## src/rtl/jfc_pkg.sv

```systemverilog
`default_nettype none

package jfc_pkg;

    localparam int MAX_SLOTS       = 4;
    localparam int MAX_FRAME_BYTES = 65536;

    localparam int SLOT_W     = 2;
    localparam int SLOT_CNT_W = 3;
    localparam int OFFSET_W   = 16;
    localparam int BYTE_W     = 8;
    localparam int LEN_W      = 17;
    localparam int CFG_IDX_W  = 2;
    localparam int CFG_DATA_W = 17;

    localparam logic [BYTE_W-1:0] MARK_BYTE = 8'hFF;
    localparam logic [BYTE_W-1:0] SOI_BYTE  = 8'hD8;
    localparam logic [BYTE_W-1:0] EOI_BYTE  = 8'hD9;

    localparam logic [CFG_IDX_W-1:0] REG_FRAME_CAPACITY = 2'd0;
    localparam logic [CFG_IDX_W-1:0] REG_SLOTS_IN_USE   = 2'd1;

    localparam logic [LEN_W-1:0]      CAPACITY_RESET = 17'd10240;
    localparam logic [SLOT_CNT_W-1:0] SLOTS_RESET    = 3'd2;
    localparam logic [LEN_W-1:0]      CAPACITY_MIN   = 17'd2;
    localparam logic [LEN_W-1:0]      CAPACITY_MAX   = LEN_W'(MAX_FRAME_BYTES);
    localparam logic [SLOT_CNT_W-1:0] SLOTS_MIN      = 3'd1;
    localparam logic [SLOT_CNT_W-1:0] SLOTS_MAX      = SLOT_CNT_W'(MAX_SLOTS);

    localparam int CMD_DEPTH = 2;
    localparam int CMD_PTR_W = $clog2(CMD_DEPTH);
    localparam int CMD_CNT_W = $clog2(CMD_DEPTH + 1);
    localparam int OUT_DEPTH = 4;
    localparam int OUT_PTR_W = $clog2(OUT_DEPTH);
    localparam int OUT_CNT_W = $clog2(OUT_DEPTH + 1);

    typedef struct packed {
        logic              is_release;
        logic [SLOT_W-1:0] rel_slot;
        logic [BYTE_W-1:0] c0;
        logic              soi;
        logic              eoi;
    } cmd_t;

    typedef struct packed {
        logic [SLOT_W-1:0]   slot;
        logic [OFFSET_W-1:0] offset;
        logic [BYTE_W-1:0]   data;
        logic                frame_done;
        logic [LEN_W-1:0]    frame_length;
        logic                last;
    } res_t;

endpackage

`default_nettype wire

```

## src/rtl/jfc_front.sv

```systemverilog
`default_nettype none

module jfc_front (
    input  wire                        clk,
    input  wire                        rst_n,
    input  wire                        in_valid,
    output logic                       in_ready,
    input  wire                        action,
    input  wire  [7:0]                 byte_value,
    input  wire  [1:0]                 release_slot,
    input  wire                        q_ready,
    output logic                       q_push,
    output jfc_pkg::cmd_t              q_cmd
);
    import jfc_pkg::*;

    logic [BYTE_W-1:0] held_byte_reg;
    logic [BYTE_W-1:0] held_byte_next;
    logic              held_valid_reg;
    logic              held_valid_next;
    logic              accept;

    assign in_ready = q_ready;
    assign accept   = in_valid && q_ready;

    always_comb
    begin
        held_byte_next  = held_byte_reg;
        held_valid_next = held_valid_reg;
        q_push          = 1'b0;
        q_cmd.is_release = action;
        q_cmd.rel_slot   = release_slot;
        q_cmd.c0         = held_byte_reg;
        q_cmd.soi        = (held_byte_reg == MARK_BYTE) && (byte_value == SOI_BYTE);
        q_cmd.eoi        = (held_byte_reg == MARK_BYTE) && (byte_value == EOI_BYTE);
        if (accept)
        begin
            if (action)
            begin
                q_push = 1'b1;
            end
            else
            begin
                q_push          = held_valid_reg;
                held_byte_next  = byte_value;
                held_valid_next = 1'b1;
            end
        end
    end

    always_ff @(posedge clk or negedge rst_n)
    begin
        if (!rst_n)
        begin
            held_byte_reg  <= '0;
            held_valid_reg <= 1'b0;
        end
        else
        begin
            held_byte_reg  <= held_byte_next;
            held_valid_reg <= held_valid_next;
        end
    end

endmodule

`default_nettype wire

```

## src/rtl/jfc_cmd_queue.sv

```systemverilog
`default_nettype none

module jfc_cmd_queue (
    input  wire                        clk,
    input  wire                        rst_n,
    input  wire                        push,
    input  jfc_pkg::cmd_t              push_cmd,
    output logic                       push_ready,
    input  wire                        pop,
    output logic                       pop_valid,
    output jfc_pkg::cmd_t              pop_cmd
);
    import jfc_pkg::*;

    cmd_t                 entry_reg [CMD_DEPTH];
    logic [CMD_PTR_W-1:0] wr_ptr_reg;
    logic [CMD_PTR_W-1:0] wr_ptr_next;
    logic [CMD_PTR_W-1:0] rd_ptr_reg;
    logic [CMD_PTR_W-1:0] rd_ptr_next;
    logic [CMD_CNT_W-1:0] count_reg;
    logic [CMD_CNT_W-1:0] count_next;
    logic                 do_push;
    logic                 do_pop;

    assign push_ready = (count_reg != CMD_CNT_W'(CMD_DEPTH));
    assign pop_valid  = (count_reg != '0);
    assign pop_cmd    = entry_reg[rd_ptr_reg];
    assign do_push    = push && push_ready;
    assign do_pop     = pop && pop_valid;

    always_comb
    begin
        wr_ptr_next = wr_ptr_reg;
        rd_ptr_next = rd_ptr_reg;
        count_next  = count_reg;
        if (do_push)
        begin
            wr_ptr_next = (wr_ptr_reg == CMD_PTR_W'(CMD_DEPTH - 1)) ? '0 : wr_ptr_reg + 1'b1;
        end
        if (do_pop)
        begin
            rd_ptr_next = (rd_ptr_reg == CMD_PTR_W'(CMD_DEPTH - 1)) ? '0 : rd_ptr_reg + 1'b1;
        end
        if (do_push && !do_pop)
        begin
            count_next = count_reg + 1'b1;
        end
        else if (do_pop && !do_push)
        begin
            count_next = count_reg - 1'b1;
        end
    end

    always_ff @(posedge clk)
    begin
        if (do_push)
        begin
            entry_reg[wr_ptr_reg] <= push_cmd;
        end
    end

    always_ff @(posedge clk or negedge rst_n)
    begin
        if (!rst_n)
        begin
            wr_ptr_reg <= '0;
            rd_ptr_reg <= '0;
            count_reg  <= '0;
        end
        else
        begin
            wr_ptr_reg <= wr_ptr_next;
            rd_ptr_reg <= rd_ptr_next;
            count_reg  <= count_next;
        end
    end

endmodule

`default_nettype wire

```

## src/rtl/jfc_back.sv

```systemverilog
`default_nettype none

module jfc_back (
    input  wire                              clk,
    input  wire                              rst_n,
    input  wire  [jfc_pkg::LEN_W-1:0]        eff_capacity,
    input  wire  [jfc_pkg::SLOT_CNT_W-1:0]   eff_slots,
    input  wire                              cmd_valid,
    input  jfc_pkg::cmd_t                    cmd,
    output logic                             cmd_pop,
    input  wire                              space_ok,
    output logic                             push0,
    output logic                             push1,
    output jfc_pkg::res_t                    res0,
    output jfc_pkg::res_t                    res1
);
    import jfc_pkg::*;

    logic                 capturing_reg;
    logic                 capturing_next;
    logic [LEN_W-1:0]     count_reg;
    logic [LEN_W-1:0]     count_next;
    logic [SLOT_W-1:0]    active_reg;
    logic [SLOT_W-1:0]    active_next;
    logic [MAX_SLOTS-1:0] free_reg;
    logic [MAX_SLOTS-1:0] free_next;
    logic [SLOT_W-1:0]    found_slot;
    logic                 found;
    logic [LEN_W-1:0]     off_plus1;
    logic [LEN_W-1:0]     off_plus2;

    assign cmd_pop   = cmd_valid && space_ok;
    assign off_plus1 = count_reg + 1'b1;
    assign off_plus2 = count_reg + 2'd2;

    always_comb
    begin
        found      = 1'b0;
        found_slot = '0;
        for (int y = 0; y < MAX_SLOTS; y++)
        begin
            if ((SLOT_CNT_W'(y) < eff_slots) && free_reg[y])
            begin
                found      = 1'b1;
                found_slot = SLOT_W'(y);
            end
        end
    end

    always_comb
    begin
        capturing_next = capturing_reg;
        count_next     = count_reg;
        active_next    = active_reg;
        free_next      = free_reg;
        push0          = 1'b0;
        push1          = 1'b0;
        res0.slot         = active_reg;
        res0.offset       = count_reg[OFFSET_W-1:0];
        res0.data         = cmd.c0;
        res0.frame_done   = 1'b0;
        res0.frame_length = '0;
        res0.last         = 1'b1;
        res1.slot         = active_reg;
        res1.offset       = off_plus1[OFFSET_W-1:0];
        res1.data         = EOI_BYTE;
        res1.frame_done   = 1'b1;
        res1.frame_length = off_plus2;
        res1.last         = 1'b1;
        if (cmd_pop)
        begin
            if (cmd.is_release)
            begin
                if ({1'b0, cmd.rel_slot} < eff_slots)
                begin
                    free_next[cmd.rel_slot] = 1'b1;
                end
            end
            else if (!capturing_reg)
            begin
                if (cmd.soi && found)
                begin
                    capturing_next = 1'b1;
                    active_next    = found_slot;
                    count_next     = LEN_W'(1);
                    push0          = 1'b1;
                    res0.slot      = found_slot;
                    res0.offset    = '0;
                end
            end
            else if (count_reg >= eff_capacity - 1'b1)
            begin
                capturing_next = 1'b0;
            end
            else if (cmd.eoi)
            begin
                push0                 = 1'b1;
                push1                 = 1'b1;
                res0.last             = 1'b0;
                count_next            = off_plus2;
                free_next[active_reg] = 1'b0;
                capturing_next        = 1'b0;
            end
            else if (cmd.soi)
            begin
                push0           = 1'b1;
                push1           = 1'b1;
                res0.last       = 1'b0;
                res1.offset     = '0;
                res1.data       = cmd.c0;
                res1.frame_done = 1'b0;
                res1.frame_length = '0;
                count_next      = LEN_W'(1);
            end
            else
            begin
                push0      = 1'b1;
                count_next = off_plus1;
            end
        end
    end

    always_ff @(posedge clk or negedge rst_n)
    begin
        if (!rst_n)
        begin
            capturing_reg <= 1'b0;
            count_reg     <= '0;
            active_reg    <= '0;
            free_reg      <= '1;
        end
        else
        begin
            capturing_reg <= capturing_next;
            count_reg     <= count_next;
            active_reg    <= active_next;
            free_reg      <= free_next;
        end
    end

endmodule

`default_nettype wire

```

## src/rtl/jfc_out_queue.sv

```systemverilog
`default_nettype none

module jfc_out_queue (
    input  wire                        clk,
    input  wire                        rst_n,
    input  wire                        push0,
    input  wire                        push1,
    input  jfc_pkg::res_t              res0,
    input  jfc_pkg::res_t              res1,
    output logic                       space_ok,
    output logic                       out_valid,
    input  wire                        out_ready,
    output jfc_pkg::res_t              out_res
);
    import jfc_pkg::*;

    res_t                 entry_reg [OUT_DEPTH];
    logic [OUT_PTR_W-1:0] wr_ptr_reg;
    logic [OUT_PTR_W-1:0] wr_ptr_next;
    logic [OUT_PTR_W-1:0] rd_ptr_reg;
    logic [OUT_PTR_W-1:0] rd_ptr_next;
    logic [OUT_CNT_W-1:0] count_reg;
    logic [OUT_CNT_W-1:0] count_next;
    logic [OUT_PTR_W-1:0] wr_ptr_second;
    logic                 do_pop;
    logic [1:0]           push_cnt;

    assign space_ok      = (count_reg <= OUT_CNT_W'(OUT_DEPTH - 2));
    assign out_valid     = (count_reg != '0);
    assign out_res       = entry_reg[rd_ptr_reg];
    assign do_pop        = out_valid && out_ready;
    assign wr_ptr_second = wr_ptr_reg + 1'b1;
    assign push_cnt      = {1'b0, push0} + {1'b0, push1};

    always_comb
    begin
        wr_ptr_next = wr_ptr_reg + OUT_PTR_W'(push_cnt);
        rd_ptr_next = do_pop ? rd_ptr_reg + 1'b1 : rd_ptr_reg;
        count_next  = count_reg + OUT_CNT_W'(push_cnt) - OUT_CNT_W'(do_pop);
    end

    always_ff @(posedge clk)
    begin
        if (push0)
        begin
            entry_reg[wr_ptr_reg] <= res0;
        end
        if (push1)
        begin
            entry_reg[wr_ptr_second] <= res1;
        end
    end

    always_ff @(posedge clk or negedge rst_n)
    begin
        if (!rst_n)
        begin
            wr_ptr_reg <= '0;
            rd_ptr_reg <= '0;
            count_reg  <= '0;
        end
        else
        begin
            wr_ptr_reg <= wr_ptr_next;
            rd_ptr_reg <= rd_ptr_next;
            count_reg  <= count_next;
        end
    end

endmodule

`default_nettype wire

```

## src/rtl/jpeg_frame_capture.sv

```systemverilog
// A result is registered in the command queue, then in the output queue, before it leaves the block.
// Releases and the first byte after reset give no result.
// Throughput: one input per cycle when in_ready; one output per cycle leaves when out_ready is high.
// A pair that closes or restarts a frame gives two results, which leave one after the other.
// The output queue holds four results; the front stalls only when the command queue is full.
// Reset: asynchronous, active low; clears pairing, capture state and queues, frees every slot.
`default_nettype none

module jpeg_frame_capture (
    input  wire                                 clk,
    input  wire                                 rst_n,
    input  wire                                 in_valid,
    output logic                                in_ready,
    input  wire                                 action,
    input  wire  [7:0]                          byte_value,
    input  wire  [1:0]                          release_slot,
    output logic                                out_valid,
    input  wire                                 out_ready,
    output logic [1:0]                          slot,
    output logic [15:0]                         offset,
    output logic [7:0]                          data,
    output logic                                frame_done,
    output logic [16:0]                         frame_length,
    output logic                                last,
    input  wire                                 cfg_valid,
    output logic                                cfg_ready,
    input  wire  [jfc_pkg::CFG_IDX_W-1:0]       cfg_index,
    input  wire  [jfc_pkg::CFG_DATA_W-1:0]      cfg_data
);
    import jfc_pkg::*;

    logic [LEN_W-1:0]      capacity_reg;
    logic [LEN_W-1:0]      capacity_next;
    logic [SLOT_CNT_W-1:0] slots_reg;
    logic [SLOT_CNT_W-1:0] slots_next;
    logic [LEN_W-1:0]      eff_capacity;
    logic [SLOT_CNT_W-1:0] eff_slots;

    logic q_ready;
    logic q_push;
    cmd_t q_cmd;
    logic cmd_valid;
    cmd_t cmd;
    logic cmd_pop;
    logic space_ok;
    logic push0;
    logic push1;
    res_t res0;
    res_t res1;
    res_t out_res;

    assign cfg_ready = 1'b1;

    always_comb
    begin
        capacity_next = capacity_reg;
        slots_next    = slots_reg;
        if (cfg_valid)
        begin
            case (cfg_index)
                REG_FRAME_CAPACITY: capacity_next = cfg_data[LEN_W-1:0];
                REG_SLOTS_IN_USE:   slots_next    = cfg_data[SLOT_CNT_W-1:0];
                default:
                begin
                    capacity_next = capacity_reg;
                    slots_next    = slots_reg;
                end
            endcase
        end
    end

    always_ff @(posedge clk or negedge rst_n)
    begin
        if (!rst_n)
        begin
            capacity_reg <= CAPACITY_RESET;
            slots_reg    <= SLOTS_RESET;
        end
        else
        begin
            capacity_reg <= capacity_next;
            slots_reg    <= slots_next;
        end
    end

    assign eff_capacity = (capacity_reg < CAPACITY_MIN) ? CAPACITY_MIN :
                          (capacity_reg > CAPACITY_MAX) ? CAPACITY_MAX : capacity_reg;
    assign eff_slots    = (slots_reg < SLOTS_MIN) ? SLOTS_MIN :
                          (slots_reg > SLOTS_MAX) ? SLOTS_MAX : slots_reg;

    jfc_front u_front (
        .clk          (clk),
        .rst_n        (rst_n),
        .in_valid     (in_valid),
        .in_ready     (in_ready),
        .action       (action),
        .byte_value   (byte_value),
        .release_slot (release_slot),
        .q_ready      (q_ready),
        .q_push       (q_push),
        .q_cmd        (q_cmd)
    );

    jfc_cmd_queue u_cmd_queue (
        .clk        (clk),
        .rst_n      (rst_n),
        .push       (q_push),
        .push_cmd   (q_cmd),
        .push_ready (q_ready),
        .pop        (cmd_pop),
        .pop_valid  (cmd_valid),
        .pop_cmd    (cmd)
    );

    jfc_back u_back (
        .clk          (clk),
        .rst_n        (rst_n),
        .eff_capacity (eff_capacity),
        .eff_slots    (eff_slots),
        .cmd_valid    (cmd_valid),
        .cmd          (cmd),
        .cmd_pop      (cmd_pop),
        .space_ok     (space_ok),
        .push0        (push0),
        .push1        (push1),
        .res0         (res0),
        .res1         (res1)
    );

    jfc_out_queue u_out_queue (
        .clk       (clk),
        .rst_n     (rst_n),
        .push0     (push0),
        .push1     (push1),
        .res0      (res0),
        .res1      (res1),
        .space_ok  (space_ok),
        .out_valid (out_valid),
        .out_ready (out_ready),
        .out_res   (out_res)
    );

    assign slot         = out_res.slot;
    assign offset       = out_res.offset;
    assign data         = out_res.data;
    assign frame_done   = out_res.frame_done;
    assign frame_length = out_res.frame_length;
    assign last         = out_res.last;

endmodule

`default_nettype wire

```

## config.mk

```make
export PLATFORM = sky130hd
export DESIGN_NAME = jpeg_frame_capture
export DESIGN_NICKNAME = d
export VERILOG_FILES = /design/src/rtl/jfc_pkg.sv /design/src/rtl/jfc_front.sv /design/src/rtl/jfc_cmd_queue.sv /design/src/rtl/jfc_back.sv /design/src/rtl/jfc_out_queue.sv /design/src/rtl/jpeg_frame_capture.sv
export SDC_FILE = /design/constraint.sdc
export NUM_CORES = 1
export LEC_CHECK = 0
export ABC_AREA = 0
export BUFFER_PORTS_ARGS = -buffer_cell sky130_fd_sc_hd__buf_4
export CELL_PAD_IN_SITES_DETAIL_PLACEMENT = 1
export CELL_PAD_IN_SITES_GLOBAL_PLACEMENT = 2
export CORE_MARGIN = 3
export CORE_UTILIZATION = 42
export DETAILED_ROUTE_END_ITERATION = 10
export PLACE_DENSITY = 0.9
export SLEW_MARGIN = 40
export SYNTH_ARGS = -nofsm -noshare
export SYNTH_HDL_FRONTEND = slang
export SYNTH_SLANG_ARGS = --single-unit
```

## constraint.sdc

```tcl
create_clock -name clk -period 7.75 [get_ports clk]
set_clock_uncertainty 0.1 [all_clocks]
set_input_delay 0.3875 -clock clk [delete_from_list [all_inputs] [get_ports clk]]
set_output_delay 0.3875 -clock clk [all_outputs]
set_load 0.03 [all_outputs]
```

## Yosys cells after proc, flatten, opt, wreduce, memory -nomap -nowiden

Memory sizes are Yosys's and may differ from the RTL's.
Index checks and enable logic that the tools add are counted.

- $add $sub $neg: 13
- Multiply operators: 0
- Divide/modulo/power cells: 0
- $lt $le $gt $ge: 15
- Equality and inequality tests: 8
- Shifts and indexed selects: 0
- Muxes and demuxes: 67
- Bitwise logic cells: 6
- Reductions and logical operators: 32

Operators by type and width:

| cell | number |
|---|---|
| 42-bit 2-to-1 mux | 6 |
| 17-bit 2-to-1 mux | 7 |
| 18-bit 2-to-1 mux | 4 |
| 1-bit 2-to-1 mux | 37 |
| 8-bit == test, second input constant | 3 |
| 4-bit 2-to-1 mux | 5 |
| 17-bit by 1-bit adder with 17-bit output, second input constant | 1 |
| 17-bit by 2-bit adder with 17-bit output, second input constant | 1 |
| 17-bit greater-or-equal comparator | 1 |
| 17-bit greater-than comparator, second input constant | 1 |
| 17-bit by 2-bit less-than comparator with 1-bit output, second input constant | 1 |
| 17-bit by 1-bit subtractor with 17-bit output, second input constant | 1 |
| 1-bit logical AND | 16 |
| 2-bit nonzero test | 5 |
| 2-bit 2-to-1 mux | 4 |
| 2-bit AND reduction | 4 |
| 4-bit AND reduction | 2 |
| 2-bit by 1-bit adder with 2-bit output, second input constant | 3 |
| 1-bit by 3-bit less-than comparator with 1-bit output, first input constant | 2 |
| 2-bit by 3-bit less-than comparator with 1-bit output, first input constant | 2 |
| 2-bit by 3-bit less-than comparator with 1-bit output, second input constant | 2 |
| 3-bit 2-to-1 mux | 2 |
| 2-bit != test, second input constant | 3 |
| 5-bit AND reduction | 1 |
| other kinds (21) | 27 |

- Register bits after elaboration: 64
- Bits in latches: 0
- Memory bits (writable): 206
- ROM bits: 0
- Bits of input ports: 35
- Output and inout bits: 48
- Logic and storage cells: 157
- Memories: 2

Memories:

| name | depth | bits a word | rd ports | clocked after Yosys merged registers in | write ports | RTL line | text |
|---|---|---|---|---|---|---|---|
| u_out_queue.entry_reg | 4 | 45 | 1 | 0 | 2 | jfc_out_queue.sv:17 | `res_t entry_reg [OUT_DEPTH];` |
| u_cmd_queue.entry_reg | 2 | 13 | 1 | 0 | 1 | jfc_cmd_queue.sv:15 | `cmd_t entry_reg [CMD_DEPTH];` |

## Logic depth before layout (Yosys ltp)

Gate-level depths: netlist of run 1.

- Word-level depth: 17
- Gate-level depth with buffers: 23
- Mapped depth without buffers: 21

## Modules after synthesis

From an unflattened synthesis of run 1, not the netlist that was laid out.

- Cell total of the unflattened synthesis: 1085
- Area, all modules: 15144.5 um^2

By module, submodules not included:

| module | instances | cells an instance | area each (um^2) | seq. area each (um^2) |
|---|---|---|---|---|
| jfc_out_queue | 1 | 475 | 9371.5 | 5580.4 |
| jfc_back | 1 | 442 | 3183.1 | 605.6 |
| jfc_cmd_queue | 1 | 58 | 1144.8 | 880.8 |
| jpeg_frame_capture | 1 | 79 | 1008.5 | 504.2 |
| jfc_front | 1 | 31 | 436.7 | 225.2 |

## Worst setup path after synthesis of run 1

No wires, ideal clock.

- Kind: register to register
- Start: register capacity_reg[5]
- End: memory u_out_queue.entry_reg[1][10] in the netlist's numbering, enable pin
- Library setup time: 460 ps
- Data arrival time: 6599 ps
- Required time: 7190 ps
- Slack: 592 ps
- Cell stages (with the launch flop): 19
- Path buffers: 3
- Period minus slack after synthesis: 7158 ps
- Cell sequence: dfrtp_1 or4_4 or3_4 or3_1 buf_6 a21o_2 ha_1 clkbuf_1 nand3_1 o21ai_0 a31oi_1 ha_1 a211oi_1 nor2_1 or3_1 a211oi_2 nand2_1 clkbuf_1 a21oi_1

RTL lines:

| item | RTL line | text |
|---|---|---|
| from (decl) | jpeg_frame_capture.sv:32 | `logic [LEN_W-1:0] capacity_reg;` |
| from (signal assigned) | jpeg_frame_capture.sv:81 | `capacity_reg <= capacity_next;` |
| to (decl) | jfc_out_queue.sv:17 |  |

## Worst setup path in the final report of run 1

- Start: register capacity_reg[10]
- End: register u_out_queue.count_reg[2]

- Cells in the longest elaborated chain, start to end: 12
- Elaborated cells between the ends (all ways): 17
- Those cells by class: add/sub (4); order compare (3); mux (10)

RTL lines:

| item | RTL line | text |
|---|---|---|
| 17-bit greater-than comparator | jpeg_frame_capture.sv:87 | `(capacity_reg > CAPACITY_MAX) ? CAPACITY_MAX : capacity_reg;` |
| 17-bit 2-to-1 mux | jpeg_frame_capture.sv:87 |  |
| 17-bit 2-to-1 mux * | jpeg_frame_capture.sv:86 | `assign eff_capacity = (capacity_reg < CAPACITY_MIN) ? CAPACITY_MIN :` |
| 17-bit by 1-bit subtractor with 17-bit output * | jfc_back.sv:91 | `else if (count_reg >= eff_capacity - 1'b1)` |
| 17-bit greater-or-equal comparator * | jfc_back.sv:91 |  |
| 1-bit 2-to-1 mux | jfc_back.sv:91 |  |
| 1-bit 2-to-1 mux | jfc_back.sv:79 | `else if (!capturing_reg)` |
| 1-bit 2-to-1 mux | jfc_back.sv:72 | `if (cmd.is_release)` |
| 1-bit 2-to-1 mux | jfc_back.sv:70 | `if (cmd_pop)` |
| 1-bit by 1-bit adder with 2-bit output * | jfc_out_queue.sv:33 | `assign push_cnt = {1'b0, push0} + {1'b0, push1};` |
| 3-bit by 2-bit adder with 3-bit output * | jfc_out_queue.sv:39 | `count_next = count_reg + OUT_CNT_W'(push_cnt) - OUT_CNT_W'(do_pop);` |
| 3-bit by 1-bit subtractor with 3-bit output * | jfc_out_queue.sv:39 |  |
| via u_out_queue.count_next[2] | jfc_out_queue.sv:23 | `logic [OUT_CNT_W-1:0] count_next;` |
| to (signal assigned) | jfc_out_queue.sv:66 | `count_reg <= count_next;` |
| to (decl) | jfc_out_queue.sv:22 | `logic [OUT_CNT_W-1:0] count_reg;` |

Mark *: on every way through the listed nets, which the timed path passes. The rest lies on a longest branch.
A chain may end at the register's enable or synchronous reset.

==> results of run 1 <==
==> cell usage in the layout, fill, tap and decap left out, drive strengths merged, types with 12 or more instances in the layout <==
master | synthesis | routed
clkbuf | 51 | 43
buf | 22 | 100
dfrtp | 57 | 57
nor3 | 25 | 25
ha | 27 | 27
edfxtp | 202 | 202
nor2 | 99 | 99
or3 | 12 | 12
o22ai | 20 | 20
xnor2 | 23 | 23
o21ai | 51 | 51
mux2 | 41 | 41
nand2b | 14 | 14
nand4 | 15 | 15
mux4 | 45 | 45
a21o | 31 | 31
inv | 31 | 32
dlygate4sd3 | 0 | 29
nand2 | 65 | 65
nand3 | 19 | 19
a211oi | 14 | 14
a21oi | 56 | 56
==> worst paths after layout <==
check / to / slack, ns / cells after the start
setup / recovery: u_out_queue.count_reg[2] / 1.0 / 23
hold / removal: slots_reg[2] / 0.16 / 3
setup reg to reg: u_out_queue.count_reg[2] / 1.0 / 23
hold reg to reg: u_front.held_valid_reg / 0.38 / 1
max in group asynchronous: u_out_queue.wr_ptr_reg[0] / 6.79 / 2
min in group asynchronous: u_cmd_queue.wr_ptr_reg / 0.28 / 2
==> worst max-delay path, stage by stage (launching register included) <==
cell,delay [ns]
sky130_fd_sc_hd__dfrtp_1,0.43
sky130_fd_sc_hd__or4_4,0.58
sky130_fd_sc_hd__or3_1,0.39
sky130_fd_sc_hd__or3_1,0.46
sky130_fd_sc_hd__nand3b_1,0.16
sky130_fd_sc_hd__ha_1,0.40
sky130_fd_sc_hd__inv_1,0.24
sky130_fd_sc_hd__or3_1,0.34
sky130_fd_sc_hd__a31oi_1,0.23
sky130_fd_sc_hd__ha_1,0.29
sky130_fd_sc_hd__a21o_1,0.18
sky130_fd_sc_hd__a21oi_1,0.18
sky130_fd_sc_hd__o211ai_1,0.32
sky130_fd_sc_hd__a211oi_2,0.27
sky130_fd_sc_hd__buf_4,0.22
sky130_fd_sc_hd__nand2_1,0.07
sky130_fd_sc_hd__buf_4,0.23
sky130_fd_sc_hd__inv_1,0.18
sky130_fd_sc_hd__ha_1,0.22
sky130_fd_sc_hd__inv_1,0.06
sky130_fd_sc_hd__ha_1,0.31
sky130_fd_sc_hd__fa_1,0.46
sky130_fd_sc_hd__xnor2_1,0.19
sky130_fd_sc_hd__xnor2_1,0.15
==> metal layers <==
layer	vias to the layer above	part of all wire, %	GRT usage, %	routed length [um]
li1	4362	-	-	-
met5	-	0	0	0
met4	0	3.6	8.05	1420
met3	90	5.9	3.34	2370
met1	5079	42	30.8	16900
met2	369	48	37.6	19100
==> through the flow <==
stage                     setup slack (ns)  power, mW  util [%]
after floorplan                      0.592       3.53         -
after global placement                1.25       4.20      46.3
after detailed placement              1.07       4.28      46.4
after CTS                             1.01       5.82      50.6
after global routing                 0.519       6.06      50.7
final                                0.996       5.79      50.7
==> cells by family after synthesis <==
logic type | share of synthesized area (%)
xor+xnor | 2.18
compound gates | 13.4
flops | 56.7
mux | 11.6
other cells | 0.0274
simple gates | 10.3
fa+ha+maj | 2.62
buf+inv | 3.16
==> cell type report <==
cell class / instances / share of cell area, %
multi-input combinational: 713 / 34.6
clock inverter: 13 / 1.23
sequential: 270 / 48.1
timing repair buffer: 129 / 6.58
inverter: 33 / 0.768
tap: 435 / 3.38
clock buffer: 43 / 5.33
==> cells in the mapped netlist (18+ instances only) <==
cell	n
sky130_fd_sc_hd__nor2_1	99
sky130_fd_sc_hd__nor3_1	24
sky130_fd_sc_hd__mux4_2	45
sky130_fd_sc_hd__clkbuf_1	51
sky130_fd_sc_hd__xnor2_1	23
sky130_fd_sc_hd__dfrtp_1	57
sky130_fd_sc_hd__ha_1	27
sky130_fd_sc_hd__mux2_2	41
sky130_fd_sc_hd__o21ai_0	45
sky130_fd_sc_hd__nand2_1	65
sky130_fd_sc_hd__o22ai_1	20
sky130_fd_sc_hd__a21oi_1	54
sky130_fd_sc_hd__nand3_1	18
sky130_fd_sc_hd__a21o_1	30
sky130_fd_sc_hd__inv_1	31
sky130_fd_sc_hd__edfxtp_1	202
==> power groups by stage <==
stage	clock [mW]	combinational [mW]	sequential, mW
floorplan	0	1.52	2.01
global placement	0	2.10	2.10
detailed placement	0	2.15	2.13
CTS	1.53	2.17	2.11
global route	1.59	2.32	2.15
finish	1.51	2.17	2.12
==> results.json, run 1 <==
{
  "gr-total-overflow": 0,
  "num_io_pins": 83,
  "num-fill-cells": 3211,
  "number_of_drc_markers_after_the_initial_detailed_route_iteration": 959,
  "ctsResizeCount": 0,
  "area_growth_pct": 17.8,
  "multiInputGateArea_um2": 5570,
  "drt-wirelength-per-cell_um": 24.3,
  "synth-seq-cells": 270,
  "ir_worst_vdd_mv": 0.272,
  "fin_setup_tns_ns": 0,
  "clkLatencyLatePin_ns": 0.58,
  "ctsLongestPathBuffers": 3,
  "synth_area_per_cell_um2": 12.6,
  "finalWorstPathRequiredPeriod_ns": 6.75,
  "pwr-share-clk_pct": 26.0,
  "power_density_nw_per_um2": 359,
  "layout.cells.non_filler": 1636,
  "cap_viol_max_count": 0,
  "drive_above_1_share_pct": 23.6,
  "report.final.slew_viol_count": 0,
  "yosys_most_used_dff": "sky130_fd_sc_hd__edfxtp_1",
  "timing.max_slew.rel_slack_pct": 42.9,
  "total_wire_length_after_detailed_routing_mm": 39.8,
  "power.switching_mw": 2.17,
  "postPlaceCellArea_um2": 14800,
  "outcome": "completed",
  "die_area_um2": 34800,
  "post_drt_via_cell_ratio": 6.05,
  "power_switching_share_pct": 37.4,
  "tightest_slew_ns": 0.851,
  "synth_nets": 1152,
  "final-setup-viol-count": 0,
  "p_leak_nw": 5.78,
  "holdWs_ns": 0.159,
  "placement.io_buffers": 81,
  "regArea_um2": 7760,
  "finalCritPeriodShare_pct": 87.1,
  "critical_path.endpoint_type": "register",
  "htreeDepth": 1,
  "post-route-drc-count": 0,
  "first_global_vias": 10500,
  "postSynthCellCount": 1089,
  "combinational_share_of_power_pct": 37.4,
  "cp-start-kind": "register",
  "synth.yosys.warnings": 0,
  "place_congestion": 0.832,
  "grt_pass1_wl_mm": 62.6,
  "synth_cell_type_count": 81,
  "post_synth_main_area_contributors": "sky130_fd_sc_hd__edfxtp_1 44%, sky130_fd_sc_hd__dfrtp_1 10%, sky130_fd_sc_hd__mux4_2 7.4%",
  "core_area_um2": 31800,
  "number_of_antenna_violations_at_the_first_check_in_global_routing": 0,
  "critical_path_peak_fanout": 19,
  "cp.required_ns": 8.14,
  "internal_power_mw": 3.63,
  "grt_util_all_layers_pct": 22.7,
  "worstReg2RegStart": "capacity_reg[10]",
  "cts-buffers-inserted": 30,
  "crit_arrival_ns": 7.14,
  "yosysTopAreaCellShare_pct": 44.3,
  "root_buffer": "sky130_fd_sc_hd__clkbuf_16",
  "via_count": 9900,
  "postCtsHoldBufs": 29,
  "synth_area_um2": 13700,
  "edff_count_synth": 202,
  "maxClockFrequency_ghz": 0.148,
  "async_reset_ff_share_pct": 23.7,
  "holdCritPathClass": "in -> reg",
  "cts_setup_buffers": 0,
  "post-dp-hpwl_mm": 25.6,
  "largest_register_ff_count": 180,
  "num_rows": 65,
  "insertedDiodeCount": 0,
  "die_height_um": 186,
  "seqPwrFrac_pct": 36.6,
  "synth.largest_area_cell": "sky130_fd_sc_hd__edfxtp_1",
  "clk_pin_slew_ns": 0.06,
  "grt_start_max_net_pins": 65,
  "clkSinkCount": 270,
  "route.antenna.remaining_nets": 0,
  "finalInstanceArea_um2": 16100,
  "cts_tree": "yes",
  "synth.yosys.seq_area_share_pct": 56.7,
  "finalHoldViolations": 0,
  "timing_worst_setup_path_type": "reg -> reg",
  "dr.pass1.iters": 5,
  "initial_utilization_pct": 43.0,
  "grt_setup_unrepaired": "no",
  "die_w_um": 186,
  "layout.nets": 1240,
  "worst_setup_path_startpoint": "capacity_reg[10]",
  "cell_total_after_placement": 1551,
  "hp-start": "cfg_index[1]"
}
(Power assumes the default switching activity.)
==> run 2: changes to the inputs <==
==> constraint.sdc (replaced) <==
create_clock -name clk -period 7.75 [get_ports clk]
set_clock_uncertainty 0.1 [all_clocks]
set_input_delay 0 -clock clk [delete_from_list [all_inputs] [get_ports clk]]
set_output_delay 0 -clock clk [all_outputs]
set_load 0.03 [all_outputs]
==> results.json, run 2 (synthesized netlist as in run 1, its figures left out) <==
{
  "outcome": "completed",
  "cp.required_ns": 8.15,
  "max_stage_delay_ns": 0.59,
  "ctsLongestPathBuffers": 3,
  "pwr-share-clk_pct": 26.0,
  "grt_setup_unrepaired": "no",
  "timing.critical_path.max_delay_family": "simple AND/OR/NAND/NOR gates",
  "crit_arrival_ns": 7.14,
  "holdCritPathClass": "in -> reg",
  "clkLatencyLatePin_ns": 0.58,
  "first_global_vias": 10700,
  "power_switching_share_pct": 37.4,
  "ir_worst_vdd_mv": 0.258,
  "grt_start_max_net_pins": 58,
  "route.antenna.remaining_nets": 0,
  "grt_util_all_layers_pct": 23.1,
  "min_delay_path_depth": 2,
  "largest_register_ff_count": 180,
  "drt-wirelength-per-cell_um": 24.5,
  "p_leak_nw": 5.87,
  "cts-buffers-inserted": 30,
  "total_wire_length_after_detailed_routing_mm": 40.5,
  "cp_slowest_cell": "sky130_fd_sc_hd__or4_4",
  "placement.io_buffers": 81,
  "power.total_mw": 5.82,
  "finalHoldViolations": 0,
  "critical_path_peak_fanout": 21,
  "min_delay_worst_endpoint": "u_cmd_queue.entry_reg[0][11]",
  "area_growth_pct": 19.4,
  "clkSinkCount": 270,
  "insertedDiodeCount": 0,
  "die_area_um2": 34800,
  "root_buffer": "sky130_fd_sc_hd__clkbuf_16",
  "gr-total-overflow": 0,
  "internal_power_mw": 3.64,
  "hp-start": "release_slot[1]",
  "internal_reg_to_reg_setup_slack_ns": 1.01,
  "drive_above_1_share_pct": 23.4,
  "layout.nets": 1259,
  "seqPwrFrac_pct": 36.4,
  "power.switching_mw": 2.18,
  "combinational_share_of_power_pct": 37.6,
  "post-route-drc-count": 0,
  "number_of_drc_markers_after_the_initial_detailed_route_iteration": 868,
  "report.final.slew_viol_count": 0,
  "holdWs_ns": 0.0581,
  "dr.pass1.iters": 5,
  "reg2reg_depth": 22,
  "num_io_pins": 83,
  "timing_worst_setup_path_type": "reg -> reg",
  "worstPathBufferInverterCount": 4,
  "clk_pin_slew_ns": 0.06,
  "die_w_um": 186,
  "preCtsSetupSlack_ns": 1.07,
  "power_density_nw_per_um2": 357,
  "core_area_um2": 31800,
  "place_congestion": 0.832,
  "cts_tree": "yes",
  "cp-start-kind": "register",
  "via_count": 9962,
  "critPathMostFrequentCell": "sky130_fd_sc_hd__ha_1",
  "cts_setup_buffers": 0,
  "num-fill-cells": 3210,
  "fin_setup_tns_ns": 0,
  "worstReg2RegStart": "capacity_reg[5]",
  "htreeDepth": 1,
  "most-common-layout-cells": "202 x sky130_fd_sc_hd__edfxtp_1, 98 x sky130_fd_sc_hd__nor2_1, 97 x sky130_fd_sc_hd__buf_4",
  "final_critical_path_setup_slack_ns": 1.01,
  "finalWorstPathRequiredPeriod_ns": 6.74,
  "cap_viol_max_count": 0,
  "layout.cells.most_common": "sky130_fd_sc_hd__edfxtp_1",
  "reg_to_reg_critical_path_endpoint": "u_out_queue.count_reg[2]",
  "initial_utilization_pct": 43.0,
  "post-dp-hpwl_mm": 25.6,
  "maxClockFrequency_ghz": 0.148,
  "tightest_slew_ns": 0.870,
  "postCtsHoldBufs": 48,
  "path_depth": 22,
  "critical_path.endpoint_type": "register",
  "die_height_um": 186,
  "post_drt_via_cell_ratio": 6.02,
  "grt_pass1_wl_mm": 63.5,
  "ctsResizeCount": 0,
  "timing.max_slew.rel_slack_pct": 41.5,
  "final-setup-viol-count": 0,
  "timing.critical_path.cells": "or4_4 > or3_4 > or3_1 > a21o_2 > ha_1 > inv_1 > o21ai_0 > a31oi_1 > ha_1 > nand4_1 > o21bai_1 > or4_4 > a21oi_2 > buf_4 > nor2_1 > inv_1 > ha_1 > inv_1 > ha_1 > fa_1 > xnor2_1 > xnor2_1",
  "num_rows": 65,
  "number_of_antenna_violations_at_the_first_check_in_global_routing": 0,
  "finalCritPeriodShare_pct": 87.0
}
==> run 2: changes by cell type in the layout (fill, tap and decap cells not counted), sizes merged <==
cell         before  now
dlygate4sd3      29   47
buf             100  101
==> run 2: power groups by stage <==
stage	clock network (mW)	registers (mW)	logic, mW
CTS	1.53	2.11	2.19
global placement	0	2.10	2.10
floorplan	0	2.01	1.52
finish	1.52	2.12	2.19
global route	1.59	2.15	2.34
detailed placement	0	2.13	2.15
==> run 2: worst max-delay path by stage <==
stage	to	from
6_report	u_out_queue.count_reg[2]	capacity_reg[5]
5_1_grt	u_out_queue.count_reg[2]	capacity_reg[10]
4_1_cts	u_out_queue.count_reg[2]	capacity_reg[5]
3_5_place_dp	u_out_queue.count_reg[2]	capacity_reg[5]
3_3_place_gp	u_out_queue.count_reg[2]	capacity_reg[5]
2_1_floorplan	u_out_queue.entry_reg[1][10]	capacity_reg[5]
==> run 2: per-layer routing <==
metal | track usage, % | up-vias | wire length [um] | share of wire, %
li1 | - | 4404 | - | -
met1 | 30.8 | 5087 | 17000 | 42
met2 | 38.8 | 372 | 19700 | 49
met3 | 3.46 | 99 | 2320 | 5.7
met4 | 8.40 | 0 | 1520 | 3.7
met5 | 0 | - | 0 | 0
==> run 2: stage by stage <==
| stage | instance area, um2 | utilization [%] | instances |
|---|---|---|---|
| 2_1_floorplan | 13700 | - | 1089 |
| 3_3_place_gp | 14700 | 46.3 | 1551 |
| 3_5_place_dp | 14800 | 46.4 | 1551 |
| 4_1_cts | 16300 | 51.3 | 1655 |
| 5_1_grt | 16300 | 51.4 | 1655 |
| 6_report | 16300 | 51.4 | 1655 |
==> run 2: cell type report <==
type | count | area (um2) | share of cell area [%]
Tap cell | 435 | 544 | 3.33
Clock inverter | 13 | 198 | 1.21
Clock buffer | 43 | 860 | 5.26
Sequential cell | 270 | 7760 | 47.5
Timing Repair Buffer | 148 | 1270 | 7.77
Multi-Input combinational cell | 713 | 5570 | 34.1
Inverter | 33 | 124 | 0.759
==> run 3: changes to the inputs <==
--- a/config.mk
+++ b/config.mk
@@ -13,4 +13,5 @@
 export CORE_UTILIZATION = 42
+export CTS_BUF_LIST = sky130_fd_sc_hd__clkbuf_4
 export DETAILED_ROUTE_END_ITERATION = 10
-export PLACE_DENSITY = 0.9
+export PLACE_DENSITY = 0.87
 export SLEW_MARGIN = 40
@@ -18,2 +19,3 @@
 export SYNTH_HDL_FRONTEND = slang
+export SYNTH_HIERARCHICAL = 1
 export SYNTH_SLANG_ARGS = --single-unit
--- a/constraint.sdc
+++ b/constraint.sdc
@@ -4,2 +4,2 @@
 set_output_delay 0 -clock clk [all_outputs]
-set_load 0.03 [all_outputs]
+set_load 0.01 [all_outputs]
==> results.json, run 3 <==
{
  "outcome": "completed",
  "finalHoldViolations": 0,
  "num_rows": 68,
  "grt_pass1_wl_mm": 62.1,
  "critical_path_peak_fanout": 15,
  "postCtsHoldBufs": 92,
  "timing.max_slew.rel_slack_pct": 44.2,
  "die_w_um": 196,
  "cp.required_ns": 8.23,
  "cap_viol_max_count": 0,
  "postSynthCellCount": 1085,
  "die_area_um2": 38400,
  "num_io_pins": 83,
  "synth_most_common_cell": "sky130_fd_sc_hd__edfxtp_1",
  "area_growth_pct": 17.5,
  "worstPathBufferInverterCount": 4,
  "post_synth_fa_ha_maj_area_fraction_pct": 2.36,
  "synth.largest_area_cell": "sky130_fd_sc_hd__edfxtp_1",
  "final_core_util_pct": 50.8,
  "cts-buffers-inserted": 75,
  "finalInstanceArea_um2": 17800,
  "synth_area_per_cell_um2": 14.0,
  "yosysTopAreaCellShare_pct": 40.8,
  "post_drt_via_cell_ratio": 5.44,
  "post-route-drc-count": 0,
  "p_leak_nw": 6.82,
  "postPlaceCellArea_um2": 15900,
  "place_congestion": 0.797,
  "preCtsSetupSlack_ns": 1.44,
  "cp-start-kind": "register",
  "fin_setup_tns_ns": 0,
  "cts_tree": "yes",
  "cts_setup_buffers": 0,
  "power_density_nw_per_um2": 301,
  "maxClockFrequency_ghz": 0.155,
  "number_of_drc_markers_after_the_initial_detailed_route_iteration": 559,
  "yosys-top-cells-count": "206 x sky130_fd_sc_hd__edfxtp_1, 163 x sky130_fd_sc_hd__mux2_2, 64 x sky130_fd_sc_hd__nor2_1",
  "htreeDepth": 3,
  "layout.cells.non_filler": 1786,
  "clkLatencyLatePin_ns": 0.73,
  "drt-wirelength-per-cell_um": 22.1,
  "synth-seq-cells": 270,
  "synthSimpleGateAreaFrac_pct": 8.61,
  "synth_cell_type_count": 86,
  "route.antenna.remaining_nets": 0,
  "synth-xor-area-share_pct": 3.07,
  "placement.io_buffers": 81,
  "finalWorstPathRequiredPeriod_ns": 6.45,
  "max_stage_delay_ns": 0.62,
  "drive_above_1_share_pct": 38.4,
  "ir_worst_vdd_mv": 0.135,
  "via_count": 9719,
  "final_critical_path_setup_slack_ns": 1.30,
  "timing.critical_path.cells": "inv_1 > a41oi_1 > nor2b_1 > or4_1 > or2_2 > nor3_1 > xnor2_1 > ha_1 > a21oi_1 > o21ai_1 > a211oi_1 > o2111ai_2 > nor2_1 > ha_1 > inv_1 > ha_1 > inv_1 > ha_1 > inv_1 > fa_1 > xor2_1 > xnor2_1",
  "clk_pin_slew_ns": 0.06,
  "async_reset_ff_share_pct": 23.7,
  "multiplexer_fraction_of_the_synthesized_cell_area_pct": 24.6,
  "final-setup-viol-count": 0,
  "die_height_um": 196,
  "power.total_mw": 5.36,
  "layout.cells.most_common": "sky130_fd_sc_hd__edfxtp_1",
  "clkSinkCount": 270,
  "synth.yosys.warnings": 6,
  "grt_util_all_layers_pct": 20.7,
  "number_of_antenna_violations_at_the_first_check_in_global_routing": 1,
  "dr.pass1.iters": 5,
  "holdCritPathClass": "in -> reg",
  "largest_register_ff_count": 180,
  "grt_start_max_net_pins": 58,
  "initial_utilization_pct": 43.2,
  "synth_area_um2": 15100,
  "report.final.slew_viol_count": 0,
  "total_wire_length_after_detailed_routing_mm": 39.4,
  "crit_arrival_ns": 6.93,
  "tightest_slew_ns": 0.828,
  "synth-compound-area-share_pct": 4.27,
  "yosys_most_used_dff": "sky130_fd_sc_hd__edfxtp_1",
  "critical_path.endpoint_type": "register",
  "core_area_um2": 35100,
  "synth_top_family_by_area": "multiplexers",
  "holdWs_ns": 0.108,
  "first_global_vias": 10800,
  "timing.critical_path.max_delay_family": "simple AND/OR/NAND/NOR gates",
  "cp_slowest_cell": "sky130_fd_sc_hd__nor2_1",
  "root_buffer": "sky130_fd_sc_hd__clkbuf_4",
  "gr-total-overflow": 0,
  "edff_count_synth": 206,
  "post-dp-hpwl_mm": 23.6,
  "ctsLongestPathBuffers": 3,
  "post_synth_main_area_contributors": "sky130_fd_sc_hd__edfxtp_1 41%, sky130_fd_sc_hd__mux2_2 12%, sky130_fd_sc_hd__dfrtp_1 9.4%",
  "ctsResizeCount": 0,
  "cell_total_after_placement": 1559,
  "finalCritPeriodShare_pct": 83.3,
  "timing_worst_setup_path_type": "reg -> reg",
  "most-common-layout-cells": "206 x sky130_fd_sc_hd__edfxtp_1, 163 x sky130_fd_sc_hd__mux2_2, 104 x sky130_fd_sc_hd__clkbuf_4",
  "grt_setup_unrepaired": "no",
  "synth.yosys.seq_area_share_pct": 51.5,
  "layout.nets": 1336
}
-- run 3: cell types whose count changed after synthesis, moves of 19 or more --
cell / delta
sky130_fd_sc_hd__mux2_2: +122
sky130_fd_sc_hd__mux2_4: +52
sky130_fd_sc_hd__nor2_1: -35
sky130_fd_sc_hd__buf_4: +34
sky130_fd_sc_hd__a21oi_1: -32
sky130_fd_sc_hd__a21o_1: -29
sky130_fd_sc_hd__clkbuf_1: -27
sky130_fd_sc_hd__o21ai_0: -20
sky130_fd_sc_hd__o22ai_1: -19
-- run 3: metal layers --
| metal | GRT usage (%) | routed length, um | up-vias |
|---|---|---|---|
| met5 | 0 | 0 | - |
| met4 | 6.58 | 834 | 0 |
| met3 | 3.66 | 1660 | 63 |
| met2 | 35.9 | 20000 | 227 |
| met1 | 26.4 | 16900 | 4984 |
| li1 | - | - | 4445 |
-- run 3: worst paths after layout --
check                                             from                   endpoint  slack, ns  cells past startpoint
worst min-delay path                         out_ready  u_out_queue/rd_ptr_reg[1]       0.11                      4
worst max-delay path                  capacity_reg[16]   u_out_queue/count_reg[2]       1.30                     22
worst max register to register        capacity_reg[16]   u_out_queue/count_reg[2]       1.30                     22
min in group asynchronous                        rst_n           capacity_reg[13]       0.28                      3
worst min register to register  u_front/held_valid_reg     u_front/held_valid_reg       0.38                      1
max in group asynchronous                        rst_n     u_front/held_valid_reg       6.91                      4
-- run 3: kinds of logic after synthesis --
logic type / Yosys count
AO/OA/AOI/OAI: 95
XOR/XNOR: 53
adder cells (fa/ha/maj): 28
buffers and inverters: 126
flip-flops: 270
multiplexers: 269
other: 3
AND/OR/NAND/NOR: 241
-- run 3: power by group --
part	leakage (nW)	internal (mW)	switching (mW)	total, mW
combinational	3.62	0.965	0.984	1.95
clock	0.559	0.657	0.635	1.29
sequential	2.64	1.89	0.227	2.12
total	6.82	3.52	1.85	5.36
-- run 3: cell type report --
type	instances	area, um2
clock inverters	30	143
multi-input cells	706	6640
repair buffers	190	1750
clock buffers	104	781
diodes	1	2.50
fillers	3539	17300
well taps	455	569
flip-flops and latches	270	7800
inverters	30	113
-- run 3: tightest hold or removal path, delay by kind of cell --
kind                   cells  cell delay, ns
AO/OA/AOI/OAI              1            0.11
XOR/XNOR                   1            0.08
buffers and inverters      2            0.68
